**config.mk**
```make
export PLATFORM = sky130hd
export DESIGN_NAME = gpm_divider
export DESIGN_NICKNAME = d
export VERILOG_FILES = /design/src/hdl/gpm_pkg.sv /design/src/hdl/gpm_divider.sv
export SDC_FILE = /design/constraint.sdc
export NUM_CORES = 2
export LEC_CHECK = 0
export ABC_AREA = 0
export ABC_CLOCK_PERIOD_IN_PS = 12100
export BUFFER_PORTS_ARGS = -buffer_cell sky130_fd_sc_hd__clkbuf_2
export CAP_MARGIN = 20
export CELL_PAD_IN_SITES_DETAIL_PLACEMENT = 0
export CELL_PAD_IN_SITES_GLOBAL_PLACEMENT = 1
export CORE_MARGIN = 4
export CORE_UTILIZATION = 35
export CTS_CLUSTER_SIZE = 40
export DETAILED_ROUTE_END_ITERATION = 10
export HOLD_SLACK_MARGIN = 0.12
export PLACE_DENSITY = 0.62
export SLEW_MARGIN = 20
export SYNTH_ARGS = -nofsm -noshare
export SYNTH_HDL_FRONTEND = slang
export SYNTH_SLANG_ARGS = --single-unit
```
**constraint.sdc**
```tcl
create_clock -name i_clk -period 12.1 [get_ports i_clk]
set_clock_uncertainty 0.1 [all_clocks]
set_input_delay 1.21 -clock i_clk [delete_from_list [all_inputs] [get_ports i_clk]]
set_output_delay 1.21 -clock i_clk [all_outputs]
set_load 0.05 [all_outputs]
```
**src/hdl/gpm_pkg.sv**
```systemverilog
// ----------------------------------------------------------------------------
// gpm_pkg
// shared widths, stage counts and the tenth-root constant table
// ----------------------------------------------------------------------------
package gpm_pkg;

    localparam int FRACTION_BITS_DEF = 16;
    localparam int FREQ_W    = 17;
    localparam int PHRED_W   = 14;
    localparam int PRIOR_W   = 31;
    localparam int MEAN_W    = 18;
    localparam int OUT_FRAC  = 16;
    localparam int QUOT_W    = OUT_FRAC + 3;
    localparam int WEIGHT_W  = 33;
    localparam int CONST_W   = 32;
    localparam logic [FREQ_W-1:0] FREQ_ONE = 17'd65536;
    localparam logic [63:0] TENTH_ROOT_Q32 = 64'd4233600378;
    localparam int LANE_LAT  = PHRED_W + 2;
    localparam int DIV_LAT   = QUOT_W + 1;

    // 10^(-2^b/160) in q0.32, squared with round half up from the first entry
    function automatic logic [CONST_W-1:0] gpm_root_const(input int b);
        logic [63:0] c;
        c = TENTH_ROOT_Q32;
        for (int i = 0; i < b; i++) begin
            c = (c * c + 64'h8000_0000) >> 32;
        end
        return c[CONST_W-1:0];
    endfunction

endpackage

```
**src/hdl/gpm_divider.sv**
```systemverilog
// ----------------------------------------------------------------------------
// gpm_divider
// pipelined restoring division, one quotient bit a stage, then final rounding
// ----------------------------------------------------------------------------
module gpm_divider import gpm_pkg::*; #(
    parameter int SUM_W = 50
) (
    input  logic               i_clk,
    input  logic               i_en,
    input  logic [SUM_W-1:0]   i_num,
    input  logic [SUM_W-1:0]   i_sum,
    output logic [MEAN_W-1:0]  o_mean,
    output logic               o_zero
);
    logic [SUM_W:0]     r_rem  [0:QUOT_W];
    logic [SUM_W-1:0]   r_den  [0:QUOT_W];
    logic [QUOT_W-1:0]  r_q    [0:QUOT_W];
    logic               r_z    [0:QUOT_W];
    logic [MEAN_W-1:0]  r_mean;
    logic               r_zero;
    logic [QUOT_W:0]    n_rq;

    assign r_rem[0] = {1'b0, i_num};
    assign r_den[0] = i_sum;
    assign r_q[0]   = '0;
    assign r_z[0]   = (i_sum == '0);

    for (genvar j = 0; j < QUOT_W; j++) begin : g_bit
        logic [SUM_W+1:0] n_cur;
        logic [SUM_W+1:0] n_dv;
        logic             n_ge;
        logic [SUM_W+1:0] n_diff;
        logic [SUM_W:0]   r_rs;
        logic [SUM_W-1:0] r_ds;
        logic [QUOT_W-1:0] r_qs;
        logic             r_zs;
        // integer bits compare against 2*sum then sum, fraction bits shift the remainder
        if (j == 0) begin : g_two
            assign n_cur = {1'b0, r_rem[j]};
            assign n_dv  = {1'b0, r_den[j], 1'b0};
        end else if (j == 1) begin : g_one
            assign n_cur = {1'b0, r_rem[j]};
            assign n_dv  = {2'b00, r_den[j]};
        end else begin : g_frac
            assign n_cur = {r_rem[j], 1'b0};
            assign n_dv  = {2'b00, r_den[j]};
        end
        assign n_ge   = (n_cur >= n_dv);
        assign n_diff = n_ge ? (n_cur - n_dv) : n_cur;
        always_ff @(posedge i_clk) begin
            if (i_en) begin
                r_rs <= n_diff[SUM_W:0];
                r_ds <= r_den[j];
                r_qs <= {r_q[j][QUOT_W-2:0], n_ge};
                r_zs <= r_z[j];
            end
        end
        assign r_rem[j+1] = r_rs;
        assign r_den[j+1] = r_ds;
        assign r_q[j+1]   = r_qs;
        assign r_z[j+1]   = r_zs;
    end

    assign n_rq = {1'b0, r_q[QUOT_W]} + (QUOT_W+1)'(1);

    always_ff @(posedge i_clk) begin
        if (i_en) begin
            r_mean <= r_z[QUOT_W] ? '0 : n_rq[MEAN_W:1];
            r_zero <= r_z[QUOT_W];
        end
    end

    assign o_mean = r_mean;
    assign o_zero = r_zero;
endmodule

```
Word level (Yosys, flattened, before mapping)
Cells that the tools add are included.

Register bits after elaboration: 2046. Bits of input ports: 102. Output and inout port bits: 19.

$add $sub $neg: 19. $lt $le $gt $ge: 19. Multiplexer cells: 18. Reductions and logical operators: 1.

Operators by type and width (number): $ge 52x50->1 (17); $mux 51 (17); $sub 51x50->51 (17); $ge 50x51->1 (1); $ge 51x50->1 (1); $sub 50x51->51 (1); $logic_not 50->1 (1); $mux 50 (1); $add 19x1->19 const B (1).

Longest topological paths before layout
Depth after elaboration: 2. Gate-level depth with buffers: 19. Depth with buffers taken out: 16.

Least setup slack after synthesis
No wires, ideal clock.

Path type: input -> register. Start: input port i_num[1]. End: register g_bit[0].r_rs[24], data pin. Data arrival time: 4.333 ns. Required time: 11.733 ns. Slack: 7.400 ns. Stages on the path: 17. Buffers on the path: 2. Cell sequence: inv_1 ha_1 fa_1 nor2b_1 o31a_1 o31ai_1 a2111oi_0 or2_1 a211oi_1 a211oi_1 a21oi_1 a21oi_1 a31oi_1 clkbuf_1 clkbuf_1 nand2_1 o21ai_0.

Cells in the longest elaborated chain, start to end: 2.

RTL lines: from (decl) (RTL line gpm_divider.sv:10) `input logic [SUM_W-1:0] i_num,`; $sub 50x51->51 / $ge 50x51->1 (equally long branches) (RTL line gpm_divider.sv:49, gpm_divider.sv:48); $mux 50 (*) (RTL line gpm_divider.sv:49) `assign n_diff = n_ge ? (n_cur - n_dv) : n_cur;`; named net g_bit[0].n_diff[24] (RTL line gpm_divider.sv:32) `logic [SUM_W+1:0] n_diff;`; to (signal assigned) (RTL line gpm_divider.sv:52) `r_rs <= n_diff[SUM_W:0];`; to (decl) (RTL line gpm_divider.sv:33) `logic [SUM_W:0] r_rs;`.

The timed path passes the listed nets; every way through them passes the cells marked *. A chain may end at the register's enable or synchronous reset.

Final worst setup path
Start: register g_bit[14].r_rs[0]. End: register g_bit[15].r_rs[1], data pin.

Cells in the longest elaborated chain, start to end: 2.

RTL lines (RTL line): from (decl) (gpm_divider.sv:33); from (signal assigned) (gpm_divider.sv:52); $sub 51x50->51 / $ge 52x50->1 (equally long branches) (gpm_divider.sv:49, gpm_divider.sv:48); $mux 51 (*) (gpm_divider.sv:49); named net g_bit[15].n_diff[1] (gpm_divider.sv:32); to (signal assigned) (gpm_divider.sv:52); to (decl) (gpm_divider.sv:33).

Marks and branches as above.

==> impl_metrics.csv <==
group,metric,value,unit
outcome,status,"complete, no violations",
global_routing,antenna_found_initial,6,
sta,fin_ws,6.29,ns
route,via_per_inst,5.17,
floorplanning,dieArea,0.365,mm²
floorplanning,ios,121,
route,avgRoutedWirePerCell,18.8,µm
floorplanning,chipWidth,604,µm
global_routing,grt_pass1_wl,504000,µm
synth,syn_area,0.124,mm²
route,dr.pass1.iters,6,
cells_and_area,synthToLayoutAreaGrowth,11.1,%
critical_path,worstPathMaxFanout,67,
sta,relSlewSlack,0.194,
cts,clk_latency,0.93,ns
cts,clkTransAtPathRegs,0.06,ns
sta,setup-violations-final,0,
power,peakVddDrop,0.154,mV
worst_hold_path,hp-class,"register to register",
synth,synth_top_area_frac,0.494,
cells_and_area,final_common_cell,"edfxtp_1",
place,dpl.hpwl,252000,µm
place,io_buffers,120,
sta,drv_slew,0,
critical_path,crit_arrival,6.39,ns
floorplanning,start_util,0.352,
global_routing,grt_overflow,0,
power,power.total,0.0366,W
floorplanning,dieHeight,604,µm
place,postPlaceCellArea,0.130,mm²
cells_and_area,final_cell_mix,"edfxtp_1 (2046), a21oi_1 (1273), inv_1 (1150)",
floorplanning,rows,218,
sta,setup_tns,0,ns
cts,cts-root-buf,"clkbuf_16",
route,drc_errors,0,
cts,ctsHtreeMaxLevel,4,
synth,synth_seq_cells,2046,
place,place_ws,5.71,ns
sta,finalCriticalPeriod,5.81,ns
synth,ys_warn_count,0,
synth,postSynthCellCount,12100,
cts,cts_tree,"built",
place,place_congestion,0.941,
critical_path,crit_path_end_kind,"register",
power,power.density,265,mW/mm²
synth,synth_area_leaders,"edfxtp_1 (49%), ha_1 (9.5%), a21oi_1 (5.1%)",
synth,async_flop_share,0,
sta,fmax,172,MHz
cells_and_area,final_nets,13200,
synth,avgSynthCellArea,10.3,µm²
route,first_iter_violations,4513,
sta,tightest_slew,1.20,ns
global_routing,grt_use_total,0.172,
cts,cts_buffers,243,
synth,synth_cell_type_count,89,
synth,synth_ff_type,"edfxtp_1",
global_routing,grt_start_max_net_pins,172,
cells_and_area,utilization,0.391,
route,wirelength,321000,µm
cts,cts_sinks,2046,
cells_and_area,multi_input_area,0.0572,mm²
synth,synth_nets,13200,
floorplanning,core,0.353,mm²
route,drtAntennaViolNets,0,
cells_and_area,drive_gt1_frac,0.0617,
critical_path,worstSetupStartpointType,"register",
sta,hold_violations,0,
critical_path,critical_path_required,12.68,ns
route,dr_total_vias,88600,
synth,synth-edff-count,2046,
cells_and_area,fillers,34000,
cells_and_area,seqCellArea,0.0614,mm²
cts,clockBufferDepth,4,
synth,yosysSeqAreaShare,0.494,
power,leakagePower,56.1,nW
job,maxCapViolations,0,
global_routing,grt_pass1_vias,92400,
cts,cts-resized-gates,0,
synth,yosysTopAreaCell,"edfxtp_1",
sta,period_share,0.480,
cts,holdBufCountCts,0,
critical_path,critical_path_class,"register to register",
sta,rsz0062_at_grt,"false",
cts,post_cts_buffers,0,
cells_and_area,final_area,0.138,mm²
==> cell usage after synthesis (all sizes together), types with 21 or more instances <==
master,n
a2111oi,32
a211o,22
a211oi,78
a21boi,45
a21o,562
a21oi,1277
a221oi,22
a31oi,107
a41oi,28
and2,63
and3,91
and4,27
buf,52
clkbuf,348
edfxtp,2046
ha,949
inv,1151
mux2,126
nand2,1029
nand2b,106
nand3,207
nand4,192
nor2,779
nor2b,124
nor3,128
nor4,46
o2111ai,21
o211ai,48
o21a,105
o21ai,939
o21bai,149
o31a,25
o31ai,65
or2,21
or3,36
xnor2,478
xor2,371
==> cell families (layout without fill, tap and decap cells) <==
group | after synthesis | count (layout) | synth area share
and+or+nand+nor | 2900 | 2900 | 0.107
muxes | 130 | 130 | 0.0119
other | 0 | 17 | 0
buffers and inverters | 1552 | 1807 | 0.0475
DFF | 2046 | 2046 | 0.494
xor gates and xnor gates | 849 | 849 | 0.0598
adders and majority gates | 967 | 967 | 0.0984
AOI/OAI and AO/OA | 3685 | 3685 | 0.181
==> worst paths after layout <==
check,cells past startpoint,startpoint,to,slack [ns]
worst max-delay path,13,g_bit[14].r_rs[0],g_bit[15].r_rs[1],6.29
worst min-delay path,0,g_bit[10].r_qs[4],g_bit[11].r_qs[5],0.26
worst max register to register,13,g_bit[14].r_rs[0],g_bit[15].r_rs[1],6.29
worst min register to register,0,g_bit[10].r_qs[4],g_bit[11].r_qs[5],0.26
==> worst max-delay path: stages (launching register included) <==
cell and delay (ns):
edfxtp_1 0.43, fa_1 0.48, a21o_1 0.22, a221oi_2 0.32, a21oi_1 0.20, a2111o_1 0.40, a31oi_2 0.41, o221ai_1 0.26
nor2b_1 0.21, o21ai_1 0.40, o21ai_0 0.29, a31oi_4 0.77, buf_4 0.61, mux2_2 0.40
==> area by class of cell <==
cell class	count	area share
Antenna cell	17	0.000308
Clock buffer	292	0.0460
Clock inverter	158	0.0113
Inverter	1152	0.0313
Multi-Input combinational cell	8531	0.414
Sequential cell	2046	0.445
Tap cell	4730	0.0428
Timing Repair Buffer	205	0.00944
==> layer usage <==
metal,GRT usage,up-vias,share of wire
met3,0.0184,928,0.030
met4,0.109,0,0.072
met1,0.171,41400,0.36
met5,0,-,0
li1,-,44300,-
met2,0.337,1953,0.53
==> power by group <==
group          total (W)  internal [W]  switching (W)
registers         0.0118        0.0107        0.00105
clock network    0.00726       0.00431        0.00295
logic             0.0176       0.00706         0.0105
==> sequential cells by signal, indices dropped and copies added, names as in the netlist <==
signal / flops
g_bit.r_zs: 19
o_mean: 18
g_bit.r_rs: 918
o_zero: 1
g_bit.r_qs: 190
g_bit.r_ds: 900
==> through the flow <==
stage,std cells,hold WS (ns)
6_report,17100,0.256
5_1_grt,17100,0.274
4_1_cts,17100,0.255
3_5_place_dp,16700,0.305
3_3_place_gp,16700,0.300
2_1_floorplan,12100,0.300
Note: power is estimated with default switching activity, not from simulation.
